`config.mk`:
```
export PLATFORM = sky130hd
export DESIGN_NAME = ppr_ctrl
export DESIGN_NICKNAME = d
export VERILOG_FILES = /design/src/rtl/ppr_pkg.sv /design/src/rtl/ppr_ctrl.sv
export SDC_FILE = /design/constraint.sdc
export NUM_CORES = 1
export LEC_CHECK = 0
export ABC_AREA = 1
export BUFFER_PORTS_ARGS = -buffer_cell sky130_fd_sc_hd__buf_2
export CORE_MARGIN = 2
export CORE_UTILIZATION = 56
export CTS_BUF_LIST = sky130_fd_sc_hd__clkbuf_8
export DETAILED_ROUTE_END_ITERATION = 12
export PLACE_DENSITY = 0.84
export SLEW_MARGIN = 20
export SYNTH_ARGS = -nofsm -noshare
export SYNTH_HDL_FRONTEND = slang
export SYNTH_SLANG_ARGS = --single-unit
export TNS_END_PERCENT = 1
```
`constraint.sdc`:
```
create_clock -name clk_i -period 1.6 [get_ports clk_i]
set_clock_uncertainty 0.15 [all_clocks]
set_input_delay 0.16 -clock clk_i [delete_from_list [all_inputs] [get_ports clk_i]]
set_output_delay 0.16 -clock clk_i [all_outputs]
set_load 0.03 [all_outputs]
```
`src/rtl/ppr_pkg.sv`:
```
// Package for the penetration point ratio unit: widths, register indexes, reset values,
// datapath op codes and the control/status structs. No dependencies.
package ppr_pkg;

  localparam int unsigned DataW   = 32;
  localparam int unsigned CfgW    = 31;
  localparam int unsigned CfgIdxW = 3;
  localparam int unsigned GainW   = 10;
  localparam int unsigned DvdW    = 63;  // divider dividend / quotient magnitude
  localparam int unsigned DvsW    = 33;  // divider divisor magnitude
  localparam int unsigned CntW    = 6;
  localparam int unsigned ClampW  = 41;  // magnitude up to 2^40

  localparam logic [CfgIdxW-1:0] CfgFirstDepth  = 3'd0;
  localparam logic [CfgIdxW-1:0] CfgSecondDepth = 3'd1;
  localparam logic [CfgIdxW-1:0] CfgFirstRef    = 3'd2;
  localparam logic [CfgIdxW-1:0] CfgSecondRef   = 3'd3;
  localparam logic [CfgIdxW-1:0] CfgUseArea     = 3'd4;
  localparam logic [CfgIdxW-1:0] CfgPistonArea  = 3'd5;
  localparam logic [CfgIdxW-1:0] CfgAreaGain    = 3'd6;

  localparam logic [CfgW-1:0]  FirstDepthRst  = 31'd166461;
  localparam logic [CfgW-1:0]  SecondDepthRst = 31'd332923;
  localparam logic [CfgW-1:0]  FirstRefRst    = 31'd865075;
  localparam logic [CfgW-1:0]  SecondRefRst   = 31'd1310720;
  localparam logic [CfgW-1:0]  PistonAreaRst  = 31'd65536;
  localparam logic [GainW-1:0] AreaGainRst    = 10'd1;

  localparam logic [ClampW-1:0] Lim40    = 41'h100_0000_0000;
  localparam logic [6:0]        PctMul   = 7'd100;  // 6553600 = 100 << 16
  localparam logic [DataW-1:0]  SatMax   = 32'h7FFF_FFFF;
  localparam logic [DataW-1:0]  SatMin   = 32'h8000_0000;

  typedef enum logic [3:0] {
    OpNone,
    OpLoad,
    OpHistClear,
    OpHistUpdate,
    OpMulNum,
    OpDivNum,
    OpAdd,
    OpAreaMul,
    OpDivArea,
    OpXFromP,
    OpXFromQ,
    OpRatioMul,
    OpDivRatio,
    OpRatioFromQ,
    OpSatSign,
    OpOutLoad
  } ppr_op_e;

  typedef struct packed {
    logic [CfgW-1:0]  first_depth;
    logic [CfgW-1:0]  second_depth;
    logic [CfgW-1:0]  first_reference;
    logic [CfgW-1:0]  second_reference;
    logic             use_area;
    logic [CfgW-1:0]  piston_area;
    logic [GainW-1:0] area_gain;
  } ppr_cfg_t;

  typedef struct packed {
    ppr_op_e op;
    logic    pt;   // 0: first depth, 1: second depth
  } ppr_cmd_t;

  typedef struct packed {
    logic det1;
    logic det2;
    logic rearm;
    logic use_area;
    logic den_zero;
    logic area_zero;
    logic ref_zero;
    logic div_done;
  } ppr_sts_t;

endpackage

```
`src/rtl/ppr_ctrl.sv`:
```
// Controller of the penetration point ratio unit: handshakes, found flags and op sequencing.
// Depends on ppr_pkg for the command/status structs.
module ppr_ctrl (
  input  logic              clk_i,
  input  logic              rst_ni,
  input  logic              in_valid_i,
  output logic              in_ready_o,
  output logic              out_valid_o,
  input  logic              out_ready_i,
  output logic              first_valid_o,
  output logic              second_valid_o,
  output logic              all_found_o,
  input  ppr_pkg::ppr_sts_t sts_i,
  output ppr_pkg::ppr_cmd_t cmd_o
);
  import ppr_pkg::*;

  typedef enum logic [3:0] {
    SIdle, SEval, SMul, SDen, SDiv1, SXsel, SArea, SDiv2,
    SRef, SRstart, SDiv3, SNext, SFin, SOut
  } state_e;

  state_e state_q;
  logic   pt_q, det1_q, det2_q;
  logic   first_found_q, second_found_q, both_found_q;
  logic   out_valid_q, first_valid_q, second_valid_q, all_found_q;
  logic   out_free;

  assign out_free = !out_valid_q || out_ready_i;

  always_comb begin
    cmd_o.pt = pt_q;
    cmd_o.op = OpNone;
    unique case (state_q)
      SIdle:   if (in_valid_i) cmd_o.op = OpLoad;
      SEval:   if (both_found_q) cmd_o.op = OpHistClear;
      SMul:    cmd_o.op = OpMulNum;
      SDen:    cmd_o.op = sts_i.den_zero ? OpSatSign : OpDivNum;
      SDiv1:   if (sts_i.div_done) cmd_o.op = OpAdd;
      SXsel:   cmd_o.op = sts_i.use_area ? OpAreaMul : OpXFromP;
      SArea:   cmd_o.op = sts_i.area_zero ? OpSatSign : OpDivArea;
      SDiv2:   if (sts_i.div_done) cmd_o.op = OpXFromQ;
      SRef:    cmd_o.op = sts_i.ref_zero ? OpSatSign : OpRatioMul;
      SRstart: cmd_o.op = OpDivRatio;
      SDiv3:   if (sts_i.div_done) cmd_o.op = OpRatioFromQ;
      SFin:    cmd_o.op = OpHistUpdate;
      SOut:    if (out_free) cmd_o.op = OpOutLoad;
      default: cmd_o.op = OpNone;
    endcase
  end

  always_ff @(posedge clk_i or negedge rst_ni) begin
    if (!rst_ni) begin
      state_q        <= SIdle;
      pt_q           <= 1'b0;
      det1_q         <= 1'b0;
      det2_q         <= 1'b0;
      first_found_q  <= 1'b0;
      second_found_q <= 1'b0;
      both_found_q   <= 1'b0;
      out_valid_q    <= 1'b0;
      first_valid_q  <= 1'b0;
      second_valid_q <= 1'b0;
      all_found_q    <= 1'b0;
    end else begin
      if (out_valid_q && out_ready_i) out_valid_q <= 1'b0;
      unique case (state_q)
        SIdle: begin
          if (in_valid_i) state_q <= SEval;
        end
        SEval: begin
          if (both_found_q) begin
            first_found_q  <= 1'b0;
            second_found_q <= 1'b0;
            if (sts_i.rearm) both_found_q <= 1'b0;
            det1_q  <= 1'b0;
            det2_q  <= 1'b0;
            state_q <= SOut;
          end else begin
            det1_q <= !first_found_q && sts_i.det1;
            det2_q <= !second_found_q && sts_i.det2;
            if (!first_found_q && sts_i.det1) begin
              pt_q    <= 1'b0;
              state_q <= SMul;
            end else if (!second_found_q && sts_i.det2) begin
              pt_q    <= 1'b1;
              state_q <= SMul;
            end else begin
              state_q <= SFin;
            end
          end
        end
        SMul: state_q <= SDen;
        SDen: state_q <= sts_i.den_zero ? SNext : SDiv1;
        SDiv1: begin
          if (sts_i.div_done) state_q <= SXsel;
        end
        SXsel: state_q <= sts_i.use_area ? SArea : SRef;
        SArea: state_q <= sts_i.area_zero ? SNext : SDiv2;
        SDiv2: begin
          if (sts_i.div_done) state_q <= SRef;
        end
        SRef:    state_q <= sts_i.ref_zero ? SNext : SRstart;
        SRstart: state_q <= SDiv3;
        SDiv3: begin
          if (sts_i.div_done) state_q <= SNext;
        end
        SNext: begin
          if (!pt_q && det2_q) begin
            pt_q    <= 1'b1;
            state_q <= SMul;
          end else begin
            state_q <= SFin;
          end
        end
        SFin: begin
          first_found_q  <= first_found_q | det1_q;
          second_found_q <= second_found_q | det2_q;
          both_found_q   <= (first_found_q | det1_q) & (second_found_q | det2_q);
          state_q        <= SOut;
        end
        SOut: begin
          if (out_free) begin
            out_valid_q    <= 1'b1;
            first_valid_q  <= det1_q;
            second_valid_q <= det2_q;
            all_found_q    <= both_found_q;
            state_q        <= SIdle;
          end
        end
        default: state_q <= SIdle;
      endcase
    end
  end

  assign in_ready_o     = (state_q == SIdle);
  assign out_valid_o    = out_valid_q;
  assign first_valid_o  = first_valid_q;
  assign second_valid_o = second_valid_q;
  assign all_found_o    = all_found_q;

endmodule

```
==> results_dict.tcl <==
set metrics [dict create \
    status "complete, but fails checks" \
    violations "negative setup slack" \
    yosysSeqAreaShare 0.328 \
    p_per_area_mw_per_mm2 2300 \
    drv_slew 0 \
    wire_per_inst_um 15.8 \
    globalplace.congestion 0.910 \
    synth.area.top_cells "dfrtp_1 33%, nand2_1 17%, nand3_1 7.5%" \
    syn_nets 174 \
    yosysWarnings 0 \
    area_growth_pct 42.2 \
    clock_sinks 14 \
    finalSetupTns_ns -1.87 \
    dpl_worst_slack_ns -0.0804 \
    htreeDepth 1 \
    rsz0062_at_grt "yes" \
    routed_wl_mm 3.72 \
    cts_buffers 3 \
    combPwrFrac 0.692 \
    fmax_mhz 518 \
    drive_above_1_share 0.424 \
    detail_route.drc_violations 0 \
    power_frac_clock 0.105 \
    vias_per_cell 5.83 \
    core_sq_mm 0.00176 \
    tightestPinTransition_ns 0.332 \
    grt_antenna_before_repair 0 \
    clock_latency_ns 0.26 \
    worstPathArrival_ns 1.62 \
    dr.pass1.iters 7 \
    ios 22 \
    final_cell_area_sq_mm 0.00152 \
    synth_area_sq_mm 0.00107 \
    hold_viol_final 0 \
    yosysTopAreaCellShare 0.328 \
    synthDistinctLibCells 22 \
    vdd_drop_max_mv 1.48 \
    overflow 0 \
    worst-endpoint-required_ns 1.29 \
    worst_setup_path_end_kind "output port" \
    r2r-end "state_q[3]$_DFFE_PN0P_" \
    dr.first_iter.drc_count 115 \
    cp-start-kind "flip-flop" \
    port_buffers 21 \
    holdPathStages 4 \
    rr_startpoint "state_q[1]$_DFFE_PN0P_" \
    setup_viol 11 \
    slew_headroom 0.779 \
    power_leakage_nw 0.858 \
    worst_slack_ns -0.329 \
    p_sw_frac 0.520 \
    cts_tree "built" \
    die_w_um 47.7 \
    dieArea_sq_mm 0.00227 \
    cts_buffer_depth 2 \
    num_vias 1369 \
    hold_class "in2reg" \
    track_usage 0.351 \
    clk_pin_slew_ns 0.06 \
    hold_start "sts_i[5]" \
    grt_max_degree 15 \
    hold-path-endpoint "both_found_q$_DFFE_PN0P_" \
    die_h_um 47.7 \
    seqPwrFrac 0.202 \
    rrSetupSlack_ns -0.13 \
    diodes 0 \
    fin_hold_ws_ns 0.0283 \
    start_util 0.605 \
    ant_nets 0 \
    yosysTopAreaCell "dfrtp_1" \
    rows 15 \
    ys_ff_latch 14 \
    crit_fanout 5 \
    p_int_mw 1.68 \
    nets 223 \
    root_buffer "clkbuf_8" \
    max-cap-violations 0 \
    postPlaceCellArea_sq_mm 0.00134 \
    post-route-period-util 1.21 \
    fillerInstances 96 \
    layout_min_cycle_time_ns 1.93 \
    grt_pass1_vias 1234 \
    hpwl_mm 2.36 \
    rr_worst_depth 9 \
    syn_area_per_cell_sq_um 6.59 \
    switchingPower_mw 1.82 \
    syn_inst 162 \
    grt_pass1_wl_mm 5.46 \
    path_class "reg2out" \
]
[synthesized netlist by cell type]
cell,instances
inv_2,8
o21ai_1,2
o22ai_1,1
dfrtp_1,14
o21bai_1,3
inv_1,17
a211o_1,1
nand2_2,6
nor2_1,16
a21oi_1,6
nand2_1,48
nand3_1,16
nand4_1,1
nand2_4,2
nand3_2,2
nor2_2,3
nor3_1,1
o21ai_0,8
or2_0,1
buf_4,1
nor2_4,4
a21oi_4,1
[flip-flops by register name, indices dropped and copies added, names as in the netlist]
register,flops
both_found_q,1
second_found_q,1
out_valid_o,1
second_valid_o,1
pt_q,1
det2_q,1
first_valid_o,1
det1_q,1
first_found_q,1
state_q,4
all_found_o,1
[stage by stage]
stage | cells | util | power, mW
after CTS | 233 | 0.841 | 3.27
after global placement | 225 | 0.757 | 2.56
final | 235 | 0.860 | 3.49
after detailed placement | 225 | 0.757 | 2.63
after floorplan | 162 | - | 1.97
after global routing | 235 | 0.860 | 3.67
[critical path, cell delays in order (launching register included)]
cell	delay, ns
dfrtp_1	0.43
buf_6	0.14
nor2_4	0.18
buf_4	0.15
inv_2	0.04
nor2_4	0.12
nand2_1	0.07
nand4_1	0.07
buf_4	0.16
[worst max path at each step]
stage	startpoint	to	slack (ns)	cells past startpoint
6_report	state_q[1]$_DFFE_PN0P_	cmd_o[1]	-0.33	8
5_1_grt	state_q[1]$_DFFE_PN0P_	cmd_o[2]	-0.40	10
4_1_cts	state_q[3]$_DFFE_PN0P_	cmd_o[2]	-0.27	9
3_5_place_dp	state_q[3]$_DFFE_PN0P_	cmd_o[2]	-0.08	10
3_3_place_gp	state_q[3]$_DFFE_PN0P_	cmd_o[2]	-0.06	10
2_1_floorplan	out_valid_o$_DFF_PN0_	cmd_o[1]	-0.0005	7
[cells by family after synthesis]
kind of cell | count (synthesis) | synth area share
flip-flops | 14 | 0.328
AO/OA/AOI/OAI | 22 | 0.125
AND/OR/NAND/NOR | 100 | 0.451
buffers and inverters | 26 | 0.0950
[power by group through the flow]
stage	combinational, mW	clock [mW]	sequential (mW)
3_3_place_gp	1.91	0	0.654
2_1_floorplan	1.25	0	0.721
6_report	2.42	0.368	0.707
4_1_cts	2.24	0.361	0.676
5_1_grt	2.56	0.390	0.718
3_5_place_dp	1.96	0	0.668
[repair_timing]
item / CTS / global route
setup endpoints to repair: 11 / 12
resized for setup: 19 / 8
hold buffers: 1 / 0
pin swaps: 3 / 4
buffers inserted: 3 / 2
hold endpoints to repair: 14 / 0
[cell usage in the layout (no fill, tap or decap), types with 6 or more instances in the layout]
cell type	count
dfrtp_1	10
nor2_1	13
nand2_2	9
o21ai_0	8
nand3_1	15
inv_2	8
buf_4	23
nand2_1	44
buf_2	16
nor2_4	6
inv_1	16
[cell type report]
type	instances	area, sq um	share of cell area
repair buffers	45	319	0.210
multi-input cells	122	661	0.435
well taps	25	31.3	0.0206
flip-flops and latches	14	355	0.234
inverters	25	96.3	0.0635
clock buffers	4	55.1	0.0363
[routing by layer]
| layer | up-vias | share of wire | track usage |
|---|---|---|---|
| met3 | 28 | 0.11 | 0.109 |
| li1 | 607 | - | - |
| met1 | 616 | 0.38 | 0.433 |
| met5 | - | 0 | 0 |
| met2 | 118 | 0.47 | 0.570 |
| met4 | 0 | 0.040 | 0.141 |
Power figures use the tool's default switching activity.
