==> config.mk <==
export PLATFORM = sky130hd
export DESIGN_NAME = ppr_dp
export DESIGN_NICKNAME = d
export VERILOG_FILES = /design/src/rtl/ppr_pkg.sv /design/src/rtl/ppr_div.sv /design/src/rtl/ppr_dp.sv
export SDC_FILE = /design/constraint.sdc
export NUM_CORES = 2
export LEC_CHECK = 0
export BUFFER_PORTS_ARGS = -buffer_cell sky130_fd_sc_hd__buf_2
export CELL_PAD_IN_SITES_DETAIL_PLACEMENT = 0
export CELL_PAD_IN_SITES_GLOBAL_PLACEMENT = 2
export CORE_MARGIN = 2
export CORE_UTILIZATION = 38
export CTS_CLUSTER_DIAMETER = 60
export DETAILED_ROUTE_END_ITERATION = 7
export PLACE_DENSITY_LB_ADDON = 0.05
export SLEW_MARGIN = 20
export SYNTH_ARGS = -nofsm -noshare
export SYNTH_HDL_FRONTEND = slang
export SYNTH_SLANG_ARGS = --single-unit
==> constraint.sdc <==
create_clock -name clk_i -period 18.45 [get_ports clk_i]
set_clock_uncertainty 0.2 [all_clocks]
set_input_delay 3.69 -clock clk_i [delete_from_list [all_inputs] [get_ports clk_i]]
set_output_delay 3.69 -clock clk_i [all_outputs]
set_load 0.02 [all_outputs]
==> src/rtl/ppr_pkg.sv <==
// Package for the penetration point ratio unit: widths, register indexes, reset values,
// datapath op codes and the control/status structs. No dependencies.
package ppr_pkg;

  localparam int unsigned DataW   = 32;
  localparam int unsigned CfgW    = 31;
  localparam int unsigned CfgIdxW = 3;
  localparam int unsigned GainW   = 10;
  localparam int unsigned DvdW    = 63;  // divider dividend / quotient magnitude
  localparam int unsigned DvsW    = 33;  // divider divisor magnitude
  localparam int unsigned CntW    = 6;
  localparam int unsigned ClampW  = 41;  // magnitude up to 2^40

  localparam logic [CfgIdxW-1:0] CfgFirstDepth  = 3'd0;
  localparam logic [CfgIdxW-1:0] CfgSecondDepth = 3'd1;
  localparam logic [CfgIdxW-1:0] CfgFirstRef    = 3'd2;
  localparam logic [CfgIdxW-1:0] CfgSecondRef   = 3'd3;
  localparam logic [CfgIdxW-1:0] CfgUseArea     = 3'd4;
  localparam logic [CfgIdxW-1:0] CfgPistonArea  = 3'd5;
  localparam logic [CfgIdxW-1:0] CfgAreaGain    = 3'd6;

  localparam logic [CfgW-1:0]  FirstDepthRst  = 31'd166461;
  localparam logic [CfgW-1:0]  SecondDepthRst = 31'd332923;
  localparam logic [CfgW-1:0]  FirstRefRst    = 31'd865075;
  localparam logic [CfgW-1:0]  SecondRefRst   = 31'd1310720;
  localparam logic [CfgW-1:0]  PistonAreaRst  = 31'd65536;
  localparam logic [GainW-1:0] AreaGainRst    = 10'd1;

  localparam logic [ClampW-1:0] Lim40    = 41'h100_0000_0000;
  localparam logic [6:0]        PctMul   = 7'd100;  // 6553600 = 100 << 16
  localparam logic [DataW-1:0]  SatMax   = 32'h7FFF_FFFF;
  localparam logic [DataW-1:0]  SatMin   = 32'h8000_0000;

  typedef enum logic [3:0] {
    OpNone,
    OpLoad,
    OpHistClear,
    OpHistUpdate,
    OpMulNum,
    OpDivNum,
    OpAdd,
    OpAreaMul,
    OpDivArea,
    OpXFromP,
    OpXFromQ,
    OpRatioMul,
    OpDivRatio,
    OpRatioFromQ,
    OpSatSign,
    OpOutLoad
  } ppr_op_e;

  typedef struct packed {
    logic [CfgW-1:0]  first_depth;
    logic [CfgW-1:0]  second_depth;
    logic [CfgW-1:0]  first_reference;
    logic [CfgW-1:0]  second_reference;
    logic             use_area;
    logic [CfgW-1:0]  piston_area;
    logic [GainW-1:0] area_gain;
  } ppr_cfg_t;

  typedef struct packed {
    ppr_op_e op;
    logic    pt;   // 0: first depth, 1: second depth
  } ppr_cmd_t;

  typedef struct packed {
    logic det1;
    logic det2;
    logic rearm;
    logic use_area;
    logic den_zero;
    logic area_zero;
    logic ref_zero;
    logic div_done;
  } ppr_sts_t;

endpackage

==> src/rtl/ppr_div.sv <==
// Unsigned restoring divider, one quotient bit per cycle.
// Depends on ppr_pkg for widths.
module ppr_div (
  input  logic                      clk_i,
  input  logic                      rst_ni,
  input  logic                      start_i,
  input  logic [ppr_pkg::DvdW-1:0]  dividend_i,
  input  logic [ppr_pkg::DvsW-1:0]  divisor_i,
  output logic [ppr_pkg::DvdW-1:0]  quotient_o,
  output logic                      done_o
);
  import ppr_pkg::*;

  logic [DvdW-1:0] acc_q, acc_d;
  logic [DvsW-1:0] dvs_q;
  logic [DvsW-1:0] rem_q, rem_d;
  logic [CntW-1:0] cnt_q;
  logic            busy_q, done_q;
  logic [DvsW:0]   rem_sh, trial;

  always_comb begin
    rem_sh = {rem_q, acc_q[DvdW-1]};
    trial  = rem_sh - {1'b0, dvs_q};
    if (!trial[DvsW]) begin
      rem_d = trial[DvsW-1:0];
      acc_d = {acc_q[DvdW-2:0], 1'b1};
    end else begin
      rem_d = rem_sh[DvsW-1:0];
      acc_d = {acc_q[DvdW-2:0], 1'b0};
    end
  end

  always_ff @(posedge clk_i or negedge rst_ni) begin
    if (!rst_ni) begin
      busy_q <= 1'b0;
      done_q <= 1'b0;
      cnt_q  <= '0;
    end else begin
      done_q <= 1'b0;
      if (start_i) begin
        busy_q <= 1'b1;
        cnt_q  <= '0;
      end else if (busy_q) begin
        cnt_q <= cnt_q + 1'b1;
        if (cnt_q == CntW'(DvdW - 1)) begin
          busy_q <= 1'b0;
          done_q <= 1'b1;
        end
      end
    end
  end

  always_ff @(posedge clk_i) begin
    if (start_i) begin
      acc_q <= dividend_i;
      dvs_q <= divisor_i;
      rem_q <= '0;
    end else if (busy_q) begin
      acc_q <= acc_d;
      rem_q <= rem_d;
    end
  end

  assign quotient_o = acc_q;
  assign done_o     = done_q;

endmodule

==> src/rtl/ppr_dp.sv <==
// Datapath of the penetration point ratio unit: sample history, interpolation operands,
// sign-magnitude scaling and the shared divider. Depends on ppr_pkg and ppr_div.
module ppr_dp (
  input  logic                     clk_i,
  input  logic                     rst_ni,
  input  ppr_pkg::ppr_cfg_t        cfg_i,
  input  ppr_pkg::ppr_cmd_t        cmd_i,
  input  logic [ppr_pkg::DataW-1:0] displacement_i,
  input  logic [ppr_pkg::DataW-1:0] load_i,
  input  logic                     rearm_i,
  output ppr_pkg::ppr_sts_t        sts_o,
  output logic [ppr_pkg::DataW-1:0] first_ratio_o,
  output logic [ppr_pkg::DataW-1:0] second_ratio_o
);
  import ppr_pkg::*;

  logic [DataW-1:0]  d_q, l_q, prev_d_q, prev_l_q;
  logic              rearm_q;
  logic [DvsW-1:0]   den_mag_q;
  logic              den_neg_q;
  logic [DvdW-1:0]   dvd_q;
  logic              sgn_q;
  logic [DataW-1:0]  p_q;
  logic [ClampW-1:0] x_mag_q;
  logic [DataW-1:0]  r1_q, r2_q, first_ratio_q, second_ratio_q;

  logic [CfgW-1:0]   depth, refv;
  logic [DvsW-1:0]   diff_a, diff_b, b_mag, den_diff;
  logic [CfgW-1:0]   a_mag;
  logic [63:0]       num_prod;
  logic              num_neg;
  logic [DvdW-1:0]   qm;
  logic              q_big;
  logic [ClampW-1:0] qc;
  logic [ClampW:0]   qs, l_ext, sum;
  logic [DataW-1:0]  p_sat;
  logic [DataW-1:0]  p_mag;
  logic [41:0]       gprod;
  logic [47:0]       rprod;
  logic [DataW-1:0]  ratio_fin;
  logic              div_start, div_done;
  logic [DvsW-1:0]   divisor;

  always_comb begin
    depth = cmd_i.pt ? cfg_i.second_depth : cfg_i.first_depth;
    refv  = cmd_i.pt ? cfg_i.second_reference : cfg_i.first_reference;

    // d >= depth when this runs, so d - depth is a 31-bit magnitude
    diff_a   = {d_q[DataW-1], d_q} - {2'b00, depth};
    a_mag    = diff_a[CfgW-1:0];
    diff_b   = {l_q[DataW-1], l_q} - {prev_l_q[DataW-1], prev_l_q};
    b_mag    = diff_b[DvsW-1] ? (~diff_b + 1'b1) : diff_b;
    num_prod = a_mag * b_mag;
    // num = -(d - depth) * (l - lp): negative only for a nonzero product with l > lp
    num_neg  = !diff_b[DvsW-1] && (num_prod != 64'd0);
    den_diff = {d_q[DataW-1], d_q} - {prev_d_q[DataW-1], prev_d_q};

    qm    = quotient_w;
    q_big = (qm > DvdW'(Lim40));
    qc    = q_big ? Lim40 : qm[ClampW-1:0];

    qs    = sgn_q ? (~{1'b0, qc} + 1'b1) : {1'b0, qc};
    l_ext = {{(ClampW+1-DataW){l_q[DataW-1]}}, l_q};
    sum   = qs + l_ext;
    if (!sum[ClampW] && (sum[ClampW-1:DataW-1] != '0)) begin
      p_sat = SatMax;
    end else if (sum[ClampW] && (sum[ClampW-1:DataW-1] != '1)) begin
      p_sat = SatMin;
    end else begin
      p_sat = sum[DataW-1:0];
    end

    p_mag = p_q[DataW-1] ? (~p_q + 1'b1) : p_q;
    gprod = p_mag * cfg_i.area_gain;
    rprod = x_mag_q * PctMul;

    if (sgn_q) begin
      ratio_fin = (qm > DvdW'(SatMin)) ? SatMin : (~qm[DataW-1:0] + 1'b1);
    end else begin
      ratio_fin = (qm > DvdW'(SatMax)) ? SatMax : qm[DataW-1:0];
    end

    div_start = 1'b0;
    divisor   = den_mag_q;
    unique case (cmd_i.op)
      OpDivNum: begin
        div_start = 1'b1;
      end
      OpDivArea: begin
        div_start = 1'b1;
        divisor   = {2'b00, cfg_i.piston_area};
      end
      OpDivRatio: begin
        div_start = 1'b1;
        divisor   = {2'b00, refv};
      end
      default: ;
    endcase
  end

  logic [DvdW-1:0] quotient_w;

  ppr_div u_div (
    .clk_i      (clk_i),
    .rst_ni     (rst_ni),
    .start_i    (div_start),
    .dividend_i (dvd_q),
    .divisor_i  (divisor),
    .quotient_o (quotient_w),
    .done_o     (div_done)
  );

  // sample history is block state and resets to zero
  always_ff @(posedge clk_i or negedge rst_ni) begin
    if (!rst_ni) begin
      prev_d_q <= '0;
      prev_l_q <= '0;
    end else begin
      unique case (cmd_i.op)
        OpHistClear: begin
          prev_d_q <= '0;
          prev_l_q <= '0;
        end
        OpHistUpdate: begin
          prev_d_q <= d_q;
          prev_l_q <= l_q;
        end
        default: ;
      endcase
    end
  end

  always_ff @(posedge clk_i) begin
    unique case (cmd_i.op)
      OpLoad: begin
        d_q     <= displacement_i;
        l_q     <= load_i;
        rearm_q <= rearm_i;
        r1_q    <= '0;
        r2_q    <= '0;
      end
      OpMulNum: begin
        dvd_q     <= num_prod[DvdW-1:0];
        sgn_q     <= num_neg;
        den_neg_q <= den_diff[DvsW-1];
        den_mag_q <= den_diff[DvsW-1] ? (~den_diff + 1'b1) : den_diff;
      end
      OpDivNum: begin
        sgn_q <= sgn_q ^ den_neg_q;
      end
      OpAdd: begin
        p_q <= p_sat;
      end
      OpAreaMul: begin
        dvd_q <= {5'b0_0000, gprod, 16'h0000};
        sgn_q <= p_q[DataW-1] && (gprod != 42'd0);
      end
      OpXFromP: begin
        x_mag_q <= {{(ClampW-DataW){1'b0}}, p_mag};
        sgn_q   <= p_q[DataW-1];
      end
      OpXFromQ: begin
        x_mag_q <= qc;
        sgn_q   <= sgn_q && (qc != '0);
      end
      OpRatioMul: begin
        dvd_q <= {rprod[46:0], 16'h0000};
      end
      OpRatioFromQ: begin
        if (cmd_i.pt) r2_q <= ratio_fin;
        else          r1_q <= ratio_fin;
      end
      OpSatSign: begin
        if (cmd_i.pt) r2_q <= sgn_q ? SatMin : SatMax;
        else          r1_q <= sgn_q ? SatMin : SatMax;
      end
      OpOutLoad: begin
        first_ratio_q  <= r1_q;
        second_ratio_q <= r2_q;
      end
      default: ;
    endcase
  end

  always_comb begin
    sts_o.det1      = $signed(d_q) >= $signed({1'b0, cfg_i.first_depth});
    sts_o.det2      = $signed(d_q) >= $signed({1'b0, cfg_i.second_depth});
    sts_o.rearm     = rearm_q;
    sts_o.use_area  = cfg_i.use_area;
    sts_o.den_zero  = (den_mag_q == '0);
    sts_o.area_zero = (cfg_i.piston_area == '0);
    sts_o.ref_zero  = (refv == '0);
    sts_o.div_done  = div_done;
  end

  assign first_ratio_o  = first_ratio_q;
  assign second_ratio_o = second_ratio_q;

endmodule

==> summary.md <==
| Metric | Value |
|---|---|
| Status | `finished clean` |
| Die area | `224,300 µm²` |
| Most frequent cell after synthesis | `inv_1` |
| Slew margin rel. | `0.2025` |
| First-pass GRT wire length | `461.9 mm` |
| Synth unique cells | `90` |
| Mapped cell area | `around 84,000 µm²` |
| Crit start category | `input port` |
| Post-synthesis sequential area ratio | `0.1942` |
| Max FO, Critical Path | `32` |
| Hold-fix buffers, CTS | `0` |
| Synthesized Nets | `11,492` |
| Worst EP required | `18,710 ps` |
| Nets@finish | `11,624` |
| Syn Inst Count | `9,383` |
| FMAX | `0.06015 GHz` |
| Ports | `310` |
| Layout Area Growth over Synthesis | `10.22%` |
| Reg-to-Reg Start | `l_q[0]$_DFFE_PN_` |
| Worst Reg-to-Reg Cells | `39` |
| Footprint of the multi-input gates | `roughly 61,000 µm²` |
| Type of destination of the critical path | `flop` |
| Post-layout instance area | `92,370 µm²` |
| Post-CTS Setup Inserts | `0` |
| Post-synth ARST share | `0.1274` |
| Num CTS Buffers | `76` |
| DRT antenna net count | `0` |
| Top cell type's share of synthesized area | `0.2805` |
| Core Region | `219,500 µm²` |
| Port Buffers | `307` |
| Chip height | `approximately 470 µm` |
| Storage cell area | `16,280 µm²` |
| Max Root-Sink Buffers | `3` |
| Clock transition at path regs | `about 60 ps` |
| Post-route DRC | `0` |
| Worst path top cell family by delay | `adder cells` |
| Htree depth | `3` |
| Pin count of the biggest net entering global routing | `99` |
| Vias in the first global route | `between 60,000 and 70,000` |
| Site Rows | `172` |
| Number of antenna violations at the first check in global routing | `15` |
| R2R Setup Slk | `3800 ps` |
| Final setup vio count | `0` |
| Hold Crit Start | `r1_q[0]$_DFFE_PP_` |
| 1st-iter DRT viols | `5,052` |
| Root buffer cell | `clkbuf_16` |
| Vias | `just under 70,000` |
| WHS Path Cells | `0` |
| Fillers | `roughly 22,000` |
| Tmin final | `16,630 ps` |
| Die Width | `473.6 µm` |
| CTS tree | `built` |
| DR pass1 iterations | `6` |
| WL final | `310.0 mm` |
| Post-synth EDFFs | `460` |
| Synth area leaders | `fa_1 (28%), edfxtp_1 (16%), ha_1 (10%), inv_1 (6.8%), nand2_1 (5.7%)` |
| Setup tns final | `0 ps` |
| RSZ-0062 raised after global routing | `no` |
| Drt wl/cell | `24.90 µm` |
| Area after DPL | `roughly 90,000 µm²` |
| Layout cells sized above 1 | `0.08908` |
| Hold EP | `first_ratio_o[0]$_DFFE_PN_` |
| GRT Total Usage | `0.2766` |
| Commonest cells in the synthesized netlist | `inv_1 (1,529), nand2_1 (1,262), fa_1 (1,174)` |
| Slew @ Worst Pin | `1185 ps` |
| CP arrival | `16,890 ps` |
| Synth Area per Inst | `8.931 µm²` |
| Starting Density | `0.3818` |
| Hold crit path type | `flop to flop` |
| FF-to-FF End | `sgn_q$_DFFE_PP_` |
| Post-cts sizing count | `0` |
| Leading area contributor after synthesis | `fa_1` |
| Crit Path Category | `input port to flop` |
| Fin. Hold Viols | `0` |
| Worst path most repeated cell | `fa_1` |
| Slowest stage cell, crit path | `fa_1` |
| Ratio of final minimum period to clock period | `0.9012` |
| Top FF cell, synth | `edfxtp_1` |
| Max-cap viol count | `0` |
| Via/cell ratio | `5.399` |
| #FFs+latches synth | `565` |
| CP max stage delay | `550 ps` |
| Worst skew pair latency | `between 700 and 800 ps` |
| Slew Viols, Final | `0` |
| DP Wirelength | `~250 mm` |
| Number of clock sinks | `565` |
| Buf+Inv Stages, Crit Path | `11` |
| Routability cong. | `between 0.9 and 1` |
| Total global routing overflow | `0` |
| YS warnings | `0` |
## per-layer routing
metal  GRT usage  vias to the layer above  wire length, µm
met1      0.3992                    34366           144900
met4     0.06280                        2             7521
met3     0.03545                      282            16560
met2      0.4408                     1838           141000
met5           0                        -               12
li1            -                    30724                -
## metrics by stage
step / hold WS [ps] / setup WS, ps / utilization / instances
6_report: 213.9 / 1824 / 0.4208 / 12449
5_1_grt: 224.1 / 1165 / 0.4208 / 12449
4_1_cts: 216.2 / 1896 / 0.4205 / 12446
2_1_floorplan: 200.3 / 1409 / - / 9383
3_5_place_dp: 204.5 / 1112 / 0.4085 / 12307
3_3_place_gp: 202.3 / 1228 / 0.4084 / 12306
## placed cells by master, fill, tap and decap left out, drive strengths merged, types with 18 or more instances in the layout
master,synthesis,layout
a211oi,54,54
a21o,147,147
a21oi,415,415
a22oi,58,58
a31oi,48,48
and2,209,209
and3,49,49
buf,30,515
clkbuf,431,85
clkinv,0,23
dfrtp,72,72
dfxtp,33,33
edfxtp,460,460
fa,1174,1174
ha,697,697
inv,1529,1546
mux2,63,63
mux2i,73,73
nand2,1262,1262
nand2b,89,89
nand3,101,101
nand4,80,80
nor2,716,716
nor2b,72,72
nor3,86,86
nor4,60,60
o211ai,32,32
o21a,65,65
o21ai,418,418
o21bai,45,45
o31ai,47,47
o41ai,18,18
or2,26,26
or3,37,37
or4,19,19
xnor2,260,260
xor2,171,171
## registers in the layout, summed over array words and instances (netlist names), 6 cells and up
name	count
dvd_q	63
u_div.quotient_o	63
x_mag_q	41
den_mag_q	33
u_div.dvs_q	33
u_div.rem_q	33
d_q	32
first_ratio_o	32
l_q	32
p_q	32
prev_d_q	32
prev_l_q	32
r1_q	32
r2_q	32
second_ratio_o	32
u_div.cnt_q	6
## cell type report
cell class / instances / area share
Clock inverter: 54 / 0.007423
Sequential cell: 565 / 0.1762
Antenna cell: 2 / 0.00005418
Timing Repair Buffer: 515 / 0.03397
Tap cell: 2871 / 0.03889
Inverter: 1529 / 0.06215
Multi-Input combinational cell: 6828 / 0.6600
Clock buffer: 85 / 0.02128
## worst max path at each step
stage	from	endpoint	slack, ps	depth (start not counted)
after floorplan	cmd_i[0]	sgn_q$_DFFE_PP_	1410	44
after global placement	cmd_i[0]	sgn_q$_DFFE_PP_	1230	49
after detailed placement	cmd_i[0]	sgn_q$_DFFE_PP_	1110	42
after CTS	cmd_i[0]	sgn_q$_DFFE_PP_	1900	42
after global routing	cmd_i[0]	sgn_q$_DFFE_PP_	1170	49
final	cmd_i[0]	sgn_q$_DFFE_PP_	1820	49
## cell families after synthesis
kind of cell    count (synthesis)  share of synthesized area
flops                         565                     0.1942
mux                           136                    0.01723
compound gates               1533                     0.1155
simple gates                 2856                     0.1534
buf+inv                      1990                    0.08952
fa+ha+maj                    1871                     0.3845
xor+xnor                      432                    0.04558
Power is left out: the tool's default activity adds up to more than one toggle a clock period on the data nets, which glitch-free logic cannot reach.
